**src/rtl/core/ascii_content_packet_capper_assert.svh**
```systemverilog
// Assertion macros shared by the packet capper RTL.
`ifndef ASCII_CONTENT_PACKET_CAPPER_ASSERT_SVH
`define ASCII_CONTENT_PACKET_CAPPER_ASSERT_SVH

// Same-cycle implication, checked on every rising clock edge outside reset.
`define ACP_ASSERT_IMP(lbl, ante, cons) \
  lbl: assert property (@(posedge clk) disable iff (!rst_n) (ante) |-> (cons)) \
    else $error("acp assertion failed in %m");

// Next-cycle implication, checked on every rising clock edge outside reset.
`define ACP_ASSERT_NXT(lbl, ante, cons) \
  lbl: assert property (@(posedge clk) disable iff (!rst_n) (ante) |=> (cons)) \
    else $error("acp assertion failed in %m");

`endif

```
**src/rtl/core/acp_pkg.sv**
```systemverilog
// Shared types, register indexes and decision codes of the packet capper.
`default_nettype none

package acp_pkg;

  // Default width of the per-packet counters.
  localparam int LENGTH_WIDTH_DEF = 16;

  // Width of the length fields on the result channel.
  localparam int OUT_LEN_W = 16;

  // Scale of the printable share test.
  localparam int PERCENT_SCALE = 100;

  // Configuration port.
  localparam int CFG_INDEX_W = 3;
  localparam int CFG_DATA_W  = 16;

  localparam logic [CFG_INDEX_W-1:0] REG_ASCII_RUN_LENGTH = 3'd0;
  localparam logic [CFG_INDEX_W-1:0] REG_ASCII_PERCENT    = 3'd1;
  localparam logic [CFG_INDEX_W-1:0] REG_HEADER_SKIP      = 3'd2;
  localparam logic [CFG_INDEX_W-1:0] REG_CAPPED_LENGTH    = 3'd3;
  localparam logic [CFG_INDEX_W-1:0] REG_PRINTABLE_LOW    = 3'd4;
  localparam logic [CFG_INDEX_W-1:0] REG_PRINTABLE_HIGH   = 3'd5;

  // Register values after reset.
  localparam logic [15:0] RST_ASCII_RUN_LENGTH = 16'd16;
  localparam logic [6:0]  RST_ASCII_PERCENT    = 7'd50;
  localparam logic [15:0] RST_HEADER_SKIP      = 16'd42;
  localparam logic [15:0] RST_CAPPED_LENGTH    = 16'd64;
  localparam logic [6:0]  RST_PRINTABLE_LOW    = 7'd32;
  localparam logic [6:0]  RST_PRINTABLE_HIGH   = 7'd126;

  // Decision codes on the result channel.
  localparam logic [1:0] DEC_SHORT_KEPT   = 2'd0;
  localparam logic [1:0] DEC_RUN_CAPPED   = 2'd1;
  localparam logic [1:0] DEC_RATIO_KEPT   = 2'd2;
  localparam logic [1:0] DEC_RATIO_CAPPED = 2'd3;

  // Configuration register file as seen by the datapath.
  typedef struct packed {
    logic [15:0] ascii_run_length;
    logic [6:0]  ascii_percent;
    logic [15:0] header_skip;
    logic [15:0] capped_length;
    logic [6:0]  printable_low;
    logic [6:0]  printable_high;
  } acp_cfg_t;

endpackage

`default_nettype wire

```
**src/rtl/core/acp_scan.sv**
```systemverilog
// Per-packet byte counters: position, printable run, printable count and run flag.
`default_nettype none
`include "ascii_content_packet_capper_assert.svh"

module acp_scan
  import acp_pkg::*;
#(
  parameter int LENGTH_WIDTH = LENGTH_WIDTH_DEF
) (
  input  wire logic                    clk,
  input  wire logic                    rst_n,
  input  wire acp_cfg_t                cfg,
  input  wire logic                    step,
  input  wire logic [7:0]              data_byte,
  input  wire logic                    last_byte,
  output logic [LENGTH_WIDTH-1:0]      len_nxt,
  output logic [LENGTH_WIDTH-1:0]      pcount_nxt,
  output logic                         found_nxt
);

  // Compare width that holds both the counters and the 16-bit registers.
  localparam int CW = (LENGTH_WIDTH > 16) ? LENGTH_WIDTH : 16;
  localparam logic [LENGTH_WIDTH-1:0] LEN_MAX = '1;
  localparam logic [LENGTH_WIDTH-1:0] LEN_ONE = LENGTH_WIDTH'(1);

  logic [LENGTH_WIDTH-1:0] pos_r;
  logic [LENGTH_WIDTH-1:0] run_r;
  logic [LENGTH_WIDTH-1:0] pcount_r;
  logic                    found_r;

  logic [LENGTH_WIDTH-1:0] run_inc;
  logic [LENGTH_WIDTH-1:0] pcount_inc;
  logic [LENGTH_WIDTH-1:0] run_nxt;
  logic                    scan_en;
  logic                    is_print;

  // Bytes at or past the header are scanned until a run has been found.
  assign scan_en = !found_r && (CW'(pos_r) >= CW'(cfg.header_skip));

  // Only 7-bit values inside the configured range count as printable.
  assign is_print = !data_byte[7] && (data_byte[6:0] >= cfg.printable_low)
                    && (data_byte[6:0] <= cfg.printable_high);

  // Saturating increments.
  assign run_inc    = (run_r == LEN_MAX) ? run_r : run_r + LEN_ONE;
  assign pcount_inc = (pcount_r == LEN_MAX) ? pcount_r : pcount_r + LEN_ONE;
  assign len_nxt    = (pos_r == LEN_MAX) ? pos_r : pos_r + LEN_ONE;

  // Counter updates for the byte at the head of the pipeline.
  always_comb begin
    run_nxt    = run_r;
    pcount_nxt = pcount_r;
    found_nxt  = found_r;
    if (scan_en) begin
      if (is_print) begin
        run_nxt    = run_inc;
        pcount_nxt = pcount_inc;
        if (CW'(run_inc) == CW'(cfg.ascii_run_length)) begin
          found_nxt = 1'b1;
        end
      end else begin
        run_nxt = '0;
      end
    end
  end

  // Counters advance on each transfer and clear after the last byte.
  always_ff @(posedge clk) begin
    if (!rst_n) begin
      pos_r    <= '0;
      run_r    <= '0;
      pcount_r <= '0;
      found_r  <= 1'b0;
    end else if (step) begin
      if (last_byte) begin
        pos_r    <= '0;
        run_r    <= '0;
        pcount_r <= '0;
        found_r  <= 1'b0;
      end else begin
        pos_r    <= len_nxt;
        run_r    <= run_nxt;
        pcount_r <= pcount_nxt;
        found_r  <= found_nxt;
      end
    end
  end

  // A printable byte is always also a counted byte, and a run is part of the count.
  `ACP_ASSERT_IMP(a_pcount_le_pos, 1'b1, pcount_r <= pos_r)
  `ACP_ASSERT_IMP(a_run_le_pcount, 1'b1, run_r <= pcount_r)
  `ACP_ASSERT_NXT(a_clear_after_last, step && last_byte,
                  pos_r == '0 && pcount_r == '0 && !found_r)

endmodule

`default_nettype wire

```
**src/rtl/core/acp_decide.sv**
```systemverilog
// Capture decision for one finished packet from its final counter values.
`default_nettype none

module acp_decide
  import acp_pkg::*;
#(
  parameter int LENGTH_WIDTH = LENGTH_WIDTH_DEF
) (
  input  wire acp_cfg_t               cfg,
  input  wire logic [LENGTH_WIDTH-1:0] len,
  input  wire logic [LENGTH_WIDTH-1:0] pcount,
  input  wire logic                   found,
  output logic [OUT_LEN_W-1:0]        packet_length,
  output logic [OUT_LEN_W-1:0]        capture_length,
  output logic [1:0]                  decision
);

  localparam int CW = (LENGTH_WIDTH > 16) ? LENGTH_WIDTH : 16;
  // Signed product width: payload (CW+1) times a 7-bit percent and its sign bit.
  localparam int PW = CW + 9;

  logic [CW-1:0]        len_ext;
  logic signed [PW-1:0] payload_s;
  logic signed [PW-1:0] score_s;
  logic signed [PW-1:0] need_s;

  assign len_ext = CW'(len);

  // Ratio test: 100 * printable >= percent * (length - header), signed.
  assign payload_s = $signed(PW'(len_ext)) - $signed(PW'(cfg.header_skip));
  assign score_s   = $signed(PW'(pcount)) * $signed(PW'(PERCENT_SCALE));
  assign need_s    = payload_s * $signed(PW'(cfg.ascii_percent));

  assign packet_length = OUT_LEN_W'(len);

  // Short packets win over a found run, which wins over the ratio test.
  always_comb begin
    if (len_ext <= CW'(cfg.capped_length)) begin
      capture_length = OUT_LEN_W'(len);
      decision       = DEC_SHORT_KEPT;
    end else if (found) begin
      capture_length = cfg.capped_length;
      decision       = DEC_RUN_CAPPED;
    end else if (score_s >= need_s) begin
      capture_length = OUT_LEN_W'(len);
      decision       = DEC_RATIO_KEPT;
    end else begin
      capture_length = cfg.capped_length;
      decision       = DEC_RATIO_CAPPED;
    end
  end

endmodule

`default_nettype wire

```
**src/rtl/core/ascii_content_packet_capper.sv**
```systemverilog
// Top level of the printable-content packet capper.
//
// Usage: packet bytes enter on the in_ channel, one byte per transfer, with
// in_last_byte set on the final byte of each packet. For every packet exactly
// one result leaves on the out_ channel: the saturated packet length, the
// number of bytes to capture and the decision code.
// Registers are written on the cfg_ channel (cfg_ready is always high). The user
// must write them only while no packet is in flight; the block itself does not
// enforce this. An unknown index is ignored. Throughput: one byte per cycle
// while in_stall is low. The per-byte counter update is the only feedback path.
// Path: a last byte passes the input register, the counter/snapshot register
// and the result register before its result shows on out_valid.
// Stall: out_stall holds the result register. The input keeps flowing while
// non-final bytes arrive; in_stall rises only when a final byte waits, the
// snapshot is full and the result register is full and held by out_stall.
// Reset: rst_n (synchronous) empties the pipeline, clears the packet counters
// and loads the default register values.
`default_nettype none
`include "ascii_content_packet_capper_assert.svh"

module ascii_content_packet_capper
  import acp_pkg::*;
#(
  parameter int LENGTH_WIDTH = LENGTH_WIDTH_DEF
) (
  input  wire logic                   clk,
  input  wire logic                   rst_n,
  // Byte channel
  input  wire logic                   in_valid,
  output logic                        in_stall,
  input  wire logic [7:0]             in_data_byte,
  input  wire logic                   in_last_byte,
  // Result channel
  output logic                        out_valid,
  input  wire logic                   out_stall,
  output logic [OUT_LEN_W-1:0]        out_packet_length,
  output logic [OUT_LEN_W-1:0]        out_capture_length,
  output logic [1:0]                  out_decision,
  // Configuration write channel
  input  wire logic                   cfg_valid,
  output logic                        cfg_ready,
  input  wire logic [CFG_INDEX_W-1:0] cfg_index,
  input  wire logic [CFG_DATA_W-1:0]  cfg_data
);

  acp_cfg_t cfg_r;

  // Input register
  logic       s0_valid_r;
  logic [7:0] s0_data_r;
  logic       s0_last_r;

  // Snapshot of the finished packet's counters
  logic                    s1_valid_r;
  logic [LENGTH_WIDTH-1:0] s1_len_r;
  logic [LENGTH_WIDTH-1:0] s1_pcount_r;
  logic                    s1_found_r;

  // Result register
  logic                 out_valid_r;
  logic [OUT_LEN_W-1:0] out_packet_length_r;
  logic [OUT_LEN_W-1:0] out_capture_length_r;
  logic [1:0]           out_decision_r;

  logic                    s0_step;
  logic                    s1_free;
  logic                    s1_adv;
  logic                    s1_load;
  logic [LENGTH_WIDTH-1:0] scan_len;
  logic [LENGTH_WIDTH-1:0] scan_pcount;
  logic                    scan_found;
  logic [OUT_LEN_W-1:0]    dec_packet_length;
  logic [OUT_LEN_W-1:0]    dec_capture_length;
  logic [1:0]              dec_decision;

  // Pipeline flow: non-final bytes always retire; a final byte needs the snapshot slot.
  assign s1_adv   = !out_valid_r || !out_stall;
  assign s1_free  = !s1_valid_r || s1_adv;
  assign s0_step  = s0_valid_r && (!s0_last_r || s1_free);
  assign s1_load  = s0_step && s0_last_r;
  assign in_stall = s0_valid_r && !s0_step;

  assign cfg_ready = 1'b1;

  // Configuration registers.
  always_ff @(posedge clk) begin
    if (!rst_n) begin
      cfg_r.ascii_run_length <= RST_ASCII_RUN_LENGTH;
      cfg_r.ascii_percent    <= RST_ASCII_PERCENT;
      cfg_r.header_skip      <= RST_HEADER_SKIP;
      cfg_r.capped_length    <= RST_CAPPED_LENGTH;
      cfg_r.printable_low    <= RST_PRINTABLE_LOW;
      cfg_r.printable_high   <= RST_PRINTABLE_HIGH;
    end else if (cfg_valid && cfg_ready) begin
      case (cfg_index)
        REG_ASCII_RUN_LENGTH: cfg_r.ascii_run_length <= cfg_data;
        REG_ASCII_PERCENT:    cfg_r.ascii_percent    <= cfg_data[6:0];
        REG_HEADER_SKIP:      cfg_r.header_skip      <= cfg_data;
        REG_CAPPED_LENGTH:    cfg_r.capped_length    <= cfg_data;
        REG_PRINTABLE_LOW:    cfg_r.printable_low    <= cfg_data[6:0];
        REG_PRINTABLE_HIGH:   cfg_r.printable_high   <= cfg_data[6:0];
        default: ;
      endcase
    end
  end

  // Valid bits of the three pipeline registers.
  always_ff @(posedge clk) begin
    if (!rst_n) begin
      s0_valid_r  <= 1'b0;
      s1_valid_r  <= 1'b0;
      out_valid_r <= 1'b0;
    end else begin
      if (!in_stall) begin
        s0_valid_r <= in_valid;
      end
      if (s1_free) begin
        s1_valid_r <= s1_load;
      end
      if (s1_adv) begin
        out_valid_r <= s1_valid_r;
      end
    end
  end

  // Payload of the pipeline registers.
  always_ff @(posedge clk) begin
    if (!in_stall) begin
      s0_data_r <= in_data_byte;
      s0_last_r <= in_last_byte;
    end
    if (s1_load) begin
      s1_len_r    <= scan_len;
      s1_pcount_r <= scan_pcount;
      s1_found_r  <= scan_found;
    end
    if (s1_valid_r && s1_adv) begin
      out_packet_length_r  <= dec_packet_length;
      out_capture_length_r <= dec_capture_length;
      out_decision_r       <= dec_decision;
    end
  end

  acp_scan #(
    .LENGTH_WIDTH (LENGTH_WIDTH)
  ) u_scan (
    .clk        (clk),
    .rst_n      (rst_n),
    .cfg        (cfg_r),
    .step       (s0_step),
    .data_byte  (s0_data_r),
    .last_byte  (s0_last_r),
    .len_nxt    (scan_len),
    .pcount_nxt (scan_pcount),
    .found_nxt  (scan_found)
  );

  acp_decide #(
    .LENGTH_WIDTH (LENGTH_WIDTH)
  ) u_decide (
    .cfg            (cfg_r),
    .len            (s1_len_r),
    .pcount         (s1_pcount_r),
    .found          (s1_found_r),
    .packet_length  (dec_packet_length),
    .capture_length (dec_capture_length),
    .decision       (dec_decision)
  );

  assign out_valid          = out_valid_r;
  assign out_packet_length  = out_packet_length_r;
  assign out_capture_length = out_capture_length_r;
  assign out_decision       = out_decision_r;

  // Kept packets capture their whole length.
  `ACP_ASSERT_IMP(a_kept_whole,
                  out_valid_r && (out_decision_r == DEC_SHORT_KEPT ||
                  out_decision_r == DEC_RATIO_KEPT),
                  out_capture_length_r == out_packet_length_r)
  // The input only waits behind a byte that cannot retire.
  `ACP_ASSERT_IMP(a_stall_needs_last, in_stall, s0_valid_r && s0_last_r && s1_valid_r)
  // A new result always comes from a filled snapshot.
  `ACP_ASSERT_IMP(a_result_from_snapshot, $rose(out_valid_r), $past(s1_valid_r))

endmodule

`default_nettype wire

```
**config.mk**
```make
export PLATFORM = sky130hd
export DESIGN_NAME = ascii_content_packet_capper
export DESIGN_NICKNAME = d
export VERILOG_FILES = /design/src/rtl/core/acp_pkg.sv /design/src/rtl/core/acp_scan.sv /design/src/rtl/core/acp_decide.sv /design/src/rtl/core/ascii_content_packet_capper.sv
export VERILOG_INCLUDE_DIRS = /design/src /design/src/rtl/core
export SDC_FILE = /design/constraint.sdc
export NUM_CORES = 1
export LEC_CHECK = 0
export BUFFER_PORTS_ARGS = -buffer_cell sky130_fd_sc_hd__buf_2
export CORE_UTILIZATION = 45
export CTS_BUF_LIST = sky130_fd_sc_hd__clkbuf_16
export DETAILED_ROUTE_END_ITERATION = 7
export GPL_TIMING_DRIVEN = 0
export MAX_ROUTING_LAYER = met4
export RECOVER_POWER = 50
export SETUP_SLACK_MARGIN = 0.5
export SYNTH_ARGS = -nofsm -noshare
export SYNTH_HDL_FRONTEND = slang
export SYNTH_SLANG_ARGS = --single-unit
```
**constraint.sdc**
```tcl
create_clock -name clk -period 11.05 [get_ports clk]
set_input_delay 0.5525 -clock clk [delete_from_list [all_inputs] [get_ports clk]]
set_output_delay 0.5525 -clock clk [all_outputs]
set_load 0.05 [all_outputs]
```
* After elaboration in Yosys (flattened, before gate mapping) *
Index checks and enable logic that the tools add are counted.
W data, S select, Z words.

operators by class
  reduce and logical (&&, ||, !) cells = 27
  add/sub/neg operators = 4
  multiply operators = 2
  muxes and demuxes = 19
  equal/unequal tests = 9
  magnitude comparators = 5

operators with widths
  kind                     number
  $mux W16                 13
  $add A16 B1 Y16 const B  3
  $eq A16 B16 Y1 const B   3
  $ge A25 B25 Y1           1
  $mul A25 B8 Y25          1
  $mul A16 B5 Y21 const B  1
  $sub A16 B16 Y17         1
  $eq A16 B16 Y1           1
  $ge A16 B16 Y1           1
  $le A16 B16 Y1           1
  $reduce_and A2 Y1        7
  $ge A7 B7 Y1             1
  $le A7 B7 Y1             1
  $logic_and A1 B1 Y1      7
  $logic_not A1 Y1         7
  $eq A3 B2 Y1 const B     2
  $eq A3 B3 Y1 const B     2
  $mux W1                  6
  $eq A3 B1 Y1 const B     1
  $logic_not A3 Y1         1
  $logic_or A1 B1 Y1       3
  $reduce_bool A2 Y1       1
  $reduce_or A2 Y1         1

word-level totals
  word-level logic and storage cells = 88
  flip-flop bits (word level) = 197
  output and inout port bits = 37
  input port bits = 33

* Longest topological paths before layout *
Gate-level depths: netlist of run 1.

  word-level depth = 7
  mapped depth = 36
  mapped depth without buffers = 35

* Cells and area by module *
A second synthesis of run 1 with hierarchy kept.

unflattened totals
  cell total of the unflattened synthesis = 1992
  area, all modules = 17814.6 um2

by module, submodules not included
  module                       area each (um2)  seq. area each (um2)  cells an instance  instances
  acp_decide                   8361.8           0.0                   1048               1
  ascii_content_packet_capper  5059.9           3723.6                350                1
  acp_scan                     4393.0           980.9                 594                1

* Worst setup path after synthesis of run 1 *
Ideal clock, no wire load.

  kind = register -> register
  start = register s1_len_r[0]
  end = register out_capture_length_r[10], in the netlist out_capture_length[10] (data pin)
  library setup time = 260 ps
  stages on the path, launching flop included = 35
  period minus slack after synthesis = 8212 ps
  arrival time = 7952 ps
  buffers on the path = 1
  setup slack = 2838 ps
  cell sequence = edfxtp_1 inv_1 ha_1 inv_1 fa_1 a21o_1 a21o_1 a21oi_1 o21ai_0 a41oi_1 a211oi_1 o21a_1 o31a_1 and2_1 fa_1 fa_1 fa_1 inv_1 fa_1 inv_1 ha_1 a211o_1 or3_1 a211oi_1 o31ai_1 a21o_1 a21oi_1 xor2_1 ha_1 a2111oi_0 o211ai_1 a31oi_1 o21ai_2 buf_2 mux2_2

on the way
  longest elaborated chain between the ends = 6

RTL lines
  what                        line                                RTL
  start, declared             ascii_content_packet_capper.sv:55   logic [LENGTH_WIDTH-1:0] s1_len_r;
  start signal, assigned      ascii_content_packet_capper.sv:133  s1_len_r <= scan_len;
  $sub A16 B16 Y17            acp_decide.sv:30                    assign payload_s = $signed(PW'(len_ext)) - $signed(PW'(cfg.header_skip));
  $mul A25 B8 Y25             acp_decide.sv:32                    assign need_s = payload_s * $signed(PW'(cfg.ascii_percent));
  $ge A25 B25 Y1              acp_decide.sv:44                    end else if (score_s >= need_s) begin
  $mux W16                    acp_decide.sv:44
  $mux W16                    acp_decide.sv:41                    end else if (found) begin
  $mux W16 (*)                acp_decide.sv:38                    if (len_ext <= CW'(cfg.capped_length)) begin
  via dec_capture_length[10]  ascii_content_packet_capper.sv:73   logic [OUT_LEN_W-1:0] dec_capture_length;
  end signal, assigned        ascii_content_packet_capper.sv:139  out_capture_length_r <= dec_capture_length;
  end, declared               ascii_content_packet_capper.sv:62   logic [OUT_LEN_W-1:0] out_capture_length_r;

Mark *: on every way through the listed nets, which the timed path passes. The rest lies on a longest branch.
A chain may end at the register's enable or synchronous reset.

* Worst setup path in the final report of run 1 *
  start = register s1_len_r[0]
  end = register out_capture_length_r[14], in the netlist out_capture_length[14] (data pin)

Same word-level chain as after synthesis.

==> results of run 1 <==
[cell families after synthesis]
kind of cell	after synthesis	share of synthesized area, %
simple gates	587	17.3
buf+inv	308	7.24
xor+xnor	91	4.77
compound gates	358	13.6
other cells	1	0.0225
flops	197	28.2
fa+ha+maj	293	26.6
mux	35	2.30
[sequential cells by signal, summed over array words and instances (netlist names)]
| register | count |
|---|---|
| cfg_r | 69 |
| out_capture_length | 16 |
| out_packet_length | 16 |
| s1_len_r | 16 |
| s1_pcount_r | 16 |
| u_scan.pcount_r | 16 |
| u_scan.pos_r | 16 |
| u_scan.run_r | 16 |
| s0_data_r | 8 |
| out_decision | 2 |
| out_valid | 1 |
| s0_last_r | 1 |
| s0_valid_r | 1 |
| s1_found_r | 1 |
| s1_valid_r | 1 |
| u_scan.found_r | 1 |
[per-stage QoR]
step	setup WS (ns)	area [um2]	power (mW)	std cells
4_1_cts	1.44	18200	2.56	2438
6_report	1.45	18100	2.53	2438
3_5_place_dp	1.48	17700	1.95	2406
2_1_floorplan	2.84	16700	1.64	1870
5_1_grt	0.989	18100	2.73	2438
3_3_place_gp	1.47	17600	1.92	2405
[final cells by class]
cell class	count	area (um2)	area share, %
Sequential cell	197	4700	25.9
Tap cell	468	586	3.23
Clock buffer	17	425	2.35
Clock inverter	15	144	0.793
Timing Repair Buffer	68	294	1.62
Multi-Input combinational cell	1365	10800	59.5
Inverter	247	927	5.11
Buffer	61	272	1.50
[critical path, delay by kind of cell, from the launching register on]
| family | cells | cell delay (ns) |
|---|---|---|
| AO/OA/AOI/OAI | 17 | 4.22 |
| adder cells (fa/ha/maj) | 8 | 3.20 |
| buffers and inverters | 5 | 0.53 |
| AND/OR/NAND/NOR | 2 | 0.52 |
| flip-flops | 1 | 0.41 |
| multiplexers | 1 | 0.29 |
| XOR/XNOR | 1 | 0.15 |
[per-layer routing]
metal  up-vias  track usage [%]
li1       6546                -
met1      6346             30.5
met2       219             39.9
met3        60             2.60
met4         0             6.08
met5         -                -
[cells in the final DEF, fill, tap and decap left out, types with 15 or more instances in the layout]
cell       instances
inv_1            249
nand2_1          214
ha_1             190
a21oi_1          133
dfxtp_1          121
fa_1             103
and2_1            94
clkbuf_1          90
nor2_1            81
edfxtp_1          76
xnor2_1           64
o21ai_0           57
nand3_1           48
buf_2             32
nor3_1            29
xor2_1            27
a21o_1            25
nand4_1           22
nor2b_1           20
and3_1            19
mux2i_1           17
mux2_2            17
clkbuf_16         17
o21a_1            16
o31ai_1           15
[power groups by stage]
stage / clock (mW) / combinational, mW / sequential [mW]
final: 0.607 / 1.15 / 0.775
after global routing: 0.645 / 1.31 / 0.776
after CTS: 0.616 / 1.17 / 0.775
after detailed placement: 0 / 1.16 / 0.792
after global placement: 0 / 1.13 / 0.792
after floorplan: 0 / 0.846 / 0.795
[path summary, 6_finish.rpt]
path                   startpoint                     end  slack, ns  cells past startpoint
setup / recovery      s1_len_r[0]  out_capture_length[14]       1.45                     34
hold / removal    in_data_byte[5]            s0_data_r[5]       0.27                      1
setup reg to reg      s1_len_r[0]  out_capture_length[14]       1.45                     34
hold reg to reg         cfg_r[42]               cfg_r[42]       0.46                      2
==> flow_summary.json, run 1 <==
{
  "gp_congestion": 0.910,
  "top_layer": "met4",
  "met1_length_um": 19700,
  "htree_num_levels": 4,
  "cts_tree": "built",
  "synth_area_mm2": 0.0167,
  "synth-edff-count": 76,
  "hold_class": "input pin to flop",
  "cts_max_path_buffers": 2,
  "yosysUniqueCellTypes": 78,
  "worstSetupPathType": "flop to flop",
  "final-setup-viol-count": 0,
  "synth_nets": 2196,
  "antenna_found_initial": 0,
  "dr.first_iter.drc_count": 627,
  "dr.pass1.iters": 6,
  "viasPerCell": 5.40,
  "grt_util_all_layers_pct": 23.8,
  "swShare_pct": 39.4,
  "rows": 70,
  "crit_arrival_ns": 9.80,
  "rsz0062_at_grt": "false",
  "gr-total-overflow": 0,
  "pwr-share-seq_pct": 30.6,
  "yosys_warnings": 0,
  "dieArea_mm2": 0.0379,
  "worstSetupEndpointType": "flop",
  "core_area_mm2": 0.0365,
  "ir_drop_v": 0.000109,
  "worst_pin_slew_ns": 1.59,
  "power_frac_clock_pct": 24.0,
  "p_leak_nw": 8.04,
  "clkTransAtPathRegs_ns": 0.08,
  "maxSlewHeadroom_pct": -5.68,
  "grt_max_degree": 34,
  "p_per_area_mw_per_mm2": 140,
  "critPathMaxStageDelay_ns": 0.54,
  "initial_utilization_pct": 45.7,
  "fin_util_pct": 49.7,
  "layout_min_cycle_time_ns": 9.60,
  "met3_length_um": 1560,
  "layout-drive-gt1-share_pct": 5.74,
  "hold_viol_final": 0,
  "grt_pass1_wl_um": 68600,
  "slowest_stage": "fa_1",
  "ant_nets": 0,
  "wl_um": 42400,
  "ys.flop_type": "dfxtp_1",
  "port_buffers": 67,
  "cap_violations": 1,
  "via_count": 13171,
  "synth_area_leaders": "dfxtp_1, ha_1, edfxtp_1",
  "io_pins": 70,
  "required_ns": 11.26,
  "clock.fmax_ghz": 0.104,
  "clock_skew_ns": 0.0137,
  "root_buffer": "clkbuf_16",
  "synthCells": 1870,
  "cts.sinks": 197,
  "post_cts_resized": 0,
  "worstSetupStartpointType": "flop",
  "met2WireLength_um": 20400,
  "ys_top_cells_by_count": "inv_1, nand2_1, ha_1",
  "cts_inserted_buffers": 17,
  "grt_pass1_vias": 13062,
  "final.setup.tns_ns": 0,
  "postCtsSetupBuffers": 0,
  "fp.dieH_um": 195,
  "intPower_mw": 1.53,
  "whs_ns": 0.274,
  "synth_seq_cells": 197,
  "n_fill_cell": 3486,
  "slew_violations": 31,
  "fin_crit_sh_pct": 86.9,
  "ys_seq_area_share_pct": 28.2,
  "worstSkewPairLatency_ns": 0.45,
  "run_status": "finished with violations",
  "failed_checks": "max-capacitance violations, max-slew violations",
  "die_w_um": 195,
  "avgRoutedWirePerCell_um": 17.4,
  "switching_power_mw": 0.998,
  "drc": 0,
  "area_growth_pct": 8.62,
  "async_flop_share_pct": 0,
  "diodes": 0,
  "synth_area_per_cell_um2": 8.93,
  "cp_common_cell": "fa_1",
  "share_comb_of_total_power_pct": 45.4,
  "finalNetCount": 2283,
  "dp_hpwl_um": 33900,
  "cp_max_fo": 10,
  "yosysTopAreaCell": "dfxtp_1",
  "synth_top_area_share_pct": 14.5,
  "ctsHoldBuffers": 0,
  "yosysMostFrequentCell": "inv_1"
}
No activity file was read; power rests on OpenSTA's default activity.
==> inputs of run 2 (changes only) <==
--- a/config.mk
+++ b/config.mk
@@ -6,10 +6,12 @@
 export SDC_FILE = /design/constraint.sdc
 export NUM_CORES = 1
 export LEC_CHECK = 0
+export ABC_AREA = 1
 export BUFFER_PORTS_ARGS = -buffer_cell sky130_fd_sc_hd__buf_2
 export CORE_UTILIZATION = 45
 export CTS_BUF_LIST = sky130_fd_sc_hd__clkbuf_16
 export DETAILED_ROUTE_END_ITERATION = 7
+export GPL_ROUTABILITY_DRIVEN = 0
 export GPL_TIMING_DRIVEN = 0
 export MAX_ROUTING_LAYER = met4
 export RECOVER_POWER = 50
==> run 2 against run 1 <==
Net effect: the run still ends with max-capacitance violations, max-slew violations left; register-to-register slack improved by 0.95 ns; clock power up 1%; cell area rose by 2.8%; worst setup slack improved by 0.95 ns; highest routed layer unchanged; utilization is essentially flat; wire length grew 4.9%; sequential share of layout area is 0.71 points lower; clock skew fell by 0.0011 ns; via count is 11% higher; die area rose by 2.8%; first-iteration DRC count grew 67%.
==> flow_summary.json, run 2 <==
{
  "run_status": "finished with violations",
  "failed_checks": "max-capacitance violations, max-slew violations",
  "synth_nets": 2570,
  "die_w_um": 197,
  "root_buffer": "clkbuf_16",
  "fp.dieH_um": 197,
  "post_cts_resized": 0,
  "initial_utilization_pct": 45.7,
  "layout-drive-gt1-share_pct": 5.29,
  "ys_top_cells_by_count": "nand2_1, inv_1, ha_1",
  "worst_pin_slew_ns": 1.65,
  "synth_simple_gate_area_share_pct": 21.4,
  "port_buffers": 67,
  "ctsHoldBuffers": 0,
  "ys_seq_area_share_pct": 27.4,
  "final-setup-viol-count": 0,
  "maxSlewHeadroom_pct": -9.69,
  "dieArea_mm2": 0.0389,
  "synthCells": 2244,
  "cts.sinks": 197,
  "area_growth_pct": 8.61,
  "viasPerCell": 5.11,
  "hold_class": "input pin to flop",
  "grt_util_all_layers_pct": 24.5,
  "ir_drop_v": 0.000113,
  "slew_violations": 32,
  "intPower_mw": 1.65,
  "dpl.cell_count": 2823,
  "crit_arrival_ns": 8.86,
  "synth_compound_area_share_pct": 11.2,
  "synthAdderAreaFrac_pct": 25.9,
  "cp_max_fo": 10,
  "rows": 71,
  "fin_ws_ns": 2.40,
  "share_comb_of_total_power_pct": 51.4,
  "grt_max_degree": 35,
  "largest_register": "cfg_r",
  "synth_area_per_cell_um2": 7.65,
  "worstSetupEndpointType": "flop",
  "io_pins": 70,
  "cts_inserted_buffers": 17,
  "ant_nets": 0,
  "yosysTopAreaCell": "dfxtp_1",
  "htree_num_levels": 4,
  "cts_max_path_buffers": 2,
  "postCtsSetupBuffers": 0,
  "synth-edff-count": 76,
  "clock_skew_ns": 0.0126,
  "core_area_mm2": 0.0376,
  "synth_area_leaders": "dfxtp_1, ha_1, edfxtp_1",
  "worstSetupStartpointType": "flop",
  "grt_pass1_wl_um": 72500,
  "clkTransAtPathRegs_ns": 0.08,
  "largest_register_ffs": 69,
  "layout_common_cells": "nand2_1, inv_1, ha_1",
  "drc": 0,
  "dp_hpwl_um": 36600,
  "fin_crit_sh_pct": 78.3,
  "dr.first_iter.drc_count": 1049,
  "cap_violations": 1,
  "swShare_pct": 42.8,
  "n_fill_cell": 3661,
  "slowest_stage": "edfxtp_1",
  "yosysMostFrequentCell": "nand2_1",
  "required_ns": 11.27,
  "synth_top_family_by_area": "adder cells",
  "pwr-share-seq_pct": 27.3,
  "antenna_found_initial": 0,
  "final_cells": 2855,
  "finalNetCount": 2657,
  "finalPower_mw": 2.89,
  "async_flop_share_pct": 0,
  "worstSetupPathType": "flop to flop",
  "ys.flop_type": "dfxtp_1",
  "cp_common_cell": "nand2_1",
  "rsz0062_at_grt": "false",
  "synth_area_mm2": 0.0172,
  "via_count": 14575,
  "p_leak_nw": 8.99,
  "dp_slack_ns": 2.47,
  "hold_viol_final": 0,
  "cts_tree": "built",
  "layout_min_cycle_time_ns": 8.65,
  "power_frac_clock_pct": 21.3,
  "r2r_slack_ns": 2.40,
  "p_per_area_mw_per_mm2": 155,
  "synth_xor_area_share_pct": 3.67,
  "grt_pass1_vias": 14079,
  "final_common_cell": "nand2_1",
  "clock.fmax_ghz": 0.116,
  "gr-total-overflow": 0,
  "critPathMaxStageDelay_ns": 0.55,
  "switching_power_mw": 1.23,
  "avgRoutedWirePerCell_um": 15.6,
  "worstSkewPairLatency_ns": 0.46,
  "synthMuxAreaShare_pct": 0,
  "fin_util_pct": 49.6,
  "synth_seq_cells": 197,
  "synth_top_area_share_pct": 14.1,
  "final.setup.tns_ns": 0,
  "yosys_warnings": 0,
  "wl_um": 44500,
  "yosysUniqueCellTypes": 53,
  "diodes": 0,
  "dr.pass1.iters": 5
}
[run 2: path summary, 6_finish.rpt]
path	from	endpoint	cells after the start
worst max-delay path	s1_len_r[0]	out_capture_length[6]	43
worst min-delay path	in_last_byte	s0_last_r	1
worst max register to register	s1_len_r[0]	out_capture_length[6]	43
worst min register to register	cfg_r[8]	cfg_r[8]	2
[run 2: critical path: cells and delay by family (launching register included)]
kind,cells,cell delay (ns)
AOI/OAI and AO/OA,7,1.12
xor gates and xnor gates,2,0.39
adders and majority gates,8,3.28
buffers and inverters,7,0.80
DFF,1,0.55
and+or+nand+nor,19,2.26
[run 2: kinds of logic after synthesis]
logic type                 Yosys count
AOI/OAI and AO/OA                  351
buffers and inverters              458
and+or+nand+nor                    873
DFF                                197
other                                1
xor gates and xnor gates            71
adders and majority gates          293
[run 2: power groups by stage]
stage                     clock, mW  combinational [mW]  sequential, mW
after CTS                     0.624                1.51           0.789
final                         0.614                1.48           0.789
after global routing          0.649                1.74           0.791
after detailed placement          0                1.49           0.805
after global placement            0                1.47           0.805
after floorplan                   0                1.14           0.812
[run 2: stage by stage]
stage | cell area [um2] | hold slack, ns
finish | 18700 | 0.268
global route | 18700 | 0.249
CTS | 18700 | 0.249
detailed placement | 18200 | 0.458
global placement | 18100 | 0.456
floorplan | 17200 | 0.435
[run 2: cell type report]
type / count / area (um2) / area share (%)
inverters: 407 / 1530 / 8.19
plain buffers: 51 / 254 / 1.36
repair buffers: 68 / 293 / 1.57
clock buffers: 18 / 450 / 2.42
flip-flops and latches: 197 / 4700 / 25.2
multi-input cells: 1589 / 10700 / 57.2
well taps: 511 / 639 / 3.43
clock inverters: 14 / 111 / 0.597
[run 2: per-layer routing]
| metal | vias up | wire length [um] | track usage, % |
|---|---|---|---|
| met5 | - | 0 | - |
| met3 | 34 | 1990 | 3.16 |
| met4 | 0 | 465 | 5.43 |
| met2 | 302 | 20300 | 38.1 |
| met1 | 6881 | 21700 | 34.0 |
| li1 | 7358 | - | - |
==> inputs of run 3 (changes only) <==
==> constraint.sdc (replaced) <==
create_clock -name clk -period 7.85 [get_ports clk]
set_input_delay 0.3925 -clock clk [delete_from_list [all_inputs] [get_ports clk]]
set_output_delay 0.3925 -clock clk [all_outputs]
set_load 0.05 [all_outputs]
==> run 3 against run 2 <==
Net effect: the flow still finishes with violations (max-capacitance violations, max-slew violations); clock-buffer cell count is the same; worst setup slack got worse by 2.0 ns; final cell count increased by 1.5%; clock skew grew 0.0033 ns; flip-flop and latch count unchanged; power up 59%; non-clock buffer count grew 42; critical endpoint is now out_capture_length[11].
==> flow_summary.json, run 3 (same netlist as run 2, synthesis figures left out) <==
{
  "core_area_mm2": 0.0376,
  "cp_max_fo": 6,
  "diodes": 0,
  "worstSkewPairLatency_ns": 0.46,
  "crit_arrival_ns": 7.73,
  "run_status": "finished with violations",
  "initial_utilization_pct": 45.7,
  "rows": 71,
  "grt_pass1_vias": 14314,
  "worstSetupEndpointType": "flop",
  "p_per_area_mw_per_mm2": 234,
  "layout_min_cycle_time_ns": 7.41,
  "cts_max_path_buffers": 2,
  "dieArea_mm2": 0.0389,
  "drc": 0,
  "critPathMaxStageDelay_ns": 0.55,
  "clock_skew_ns": 0.0160,
  "area_growth_pct": 13.9,
  "grt_util_all_layers_pct": 25.0,
  "critPathBufInv": 8,
  "gr-total-overflow": 0,
  "fin_crit_sh_pct": 94.4,
  "dp_hpwl_um": 36600,
  "hold_class": "input pin to flop",
  "worst_pin_slew_ns": 1.62,
  "cts_inserted_buffers": 17,
  "finalNetCount": 2700,
  "cts.sinks": 197,
  "slowest_stage": "fa_1",
  "final_common_cell": "nand2_1",
  "clkTransAtPathRegs_ns": 0.08,
  "failed_checks": "max-capacitance violations, max-slew violations",
  "grt_max_degree": 35,
  "cap_violations": 1,
  "root_buffer": "clkbuf_16",
  "ir_drop_v": 0.000186,
  "critPathTopFamily": "adder cells",
  "layout-drive-gt1-share_pct": 10.8,
  "ctsHoldBuffers": 0,
  "wl_um": 45900,
  "worstSetupStartpointType": "flop",
  "avgRoutedWirePerCell_um": 15.8,
  "port_buffers": 67,
  "worstSetupPathType": "flop to flop",
  "final_cells": 2898,
  "whs_ns": 0.108,
  "dpl.cell_count": 2823,
  "dr.first_iter.drc_count": 1044,
  "required_ns": 8.17,
  "clock.fmax_ghz": 0.135,
  "die_w_um": 197,
  "slew_violations": 32,
  "antenna_found_initial": 0,
  "hold_viol_final": 0,
  "maxSlewHeadroom_pct": -7.69,
  "largest_register_ffs": 69,
  "dr.pass1.iters": 7,
  "finalPower_mw": 4.58,
  "p_leak_nw": 9.26,
  "io_pins": 70,
  "ant_nets": 0,
  "via_count": 14959,
  "grt_pass1_wl_um": 73900,
  "cts_tree": "built",
  "fp.dieH_um": 197,
  "fin_util_pct": 52.0,
  "rsz0062_at_grt": "true",
  "viasPerCell": 5.16,
  "final-setup-viol-count": 0,
  "layout_common_cells": "nand2_1, inv_1, nor2_1",
  "htree_num_levels": 4,
  "largest_register": "cfg_r"
}
==> run 3: cell type report <==
cell class	instances	area (um2)
Fill cell	3589	18000
Sequential cell	197	4700
Buffer	51	258
Clock inverter	14	111
Inverter	407	1530
Multi-Input combinational cell	1590	11300
Tap cell	511	639
Clock buffer	18	450
Timing Repair Buffer	110	608
==> run 3: path summary, 6_finish.rpt <==
kind | from | to | slack [ns] | depth (start not counted)
hold reg to reg | cfg_r[8] | cfg_r[8] | 0.46 | 2
setup / recovery | s1_len_r[0] | out_capture_length[11] | 0.44 | 47
hold / removal | in_last_byte | s0_last_r | 0.11 | 1
setup reg to reg | s1_len_r[0] | out_capture_length[11] | 0.44 | 47
==> run 3: through the flow <==
stage                     setup TNS [ns]  instance area (um2)  setup WS [ns]
after floorplan                        0                17200          0.968
after global placement            -11.36                18100         -0.735
after detailed placement          -11.26                18200         -0.735
after CTS                              0                19300          0.215
after global routing                   0                19600         0.0684
final                                  0                19600          0.441
==> run 3: report_power, final <==
part	switching [mW]	internal (mW)	leakage, nW
Sequential	0.0172	1.09	1.70
Clock	0.429	0.433	0.281
Combinational	1.54	1.07	7.28
==> run 3: what timing repair did <==
action	CTS	global route
gates cloned	3	0
pin swaps	46	53
endpoints found under the hold margin	0	0
gates resized for setup	77	57
endpoints found under the setup margin	17	17
buffers inserted	22	18
==> run 3: routing by layer <==
layer	global-route usage, %	routed length, um	vias up
li1	-	-	7444
met1	34.6	21800	7091
met2	38.8	21200	368
met3	3.19	2280	56
met4	5.68	596	0
met5	-	0	-
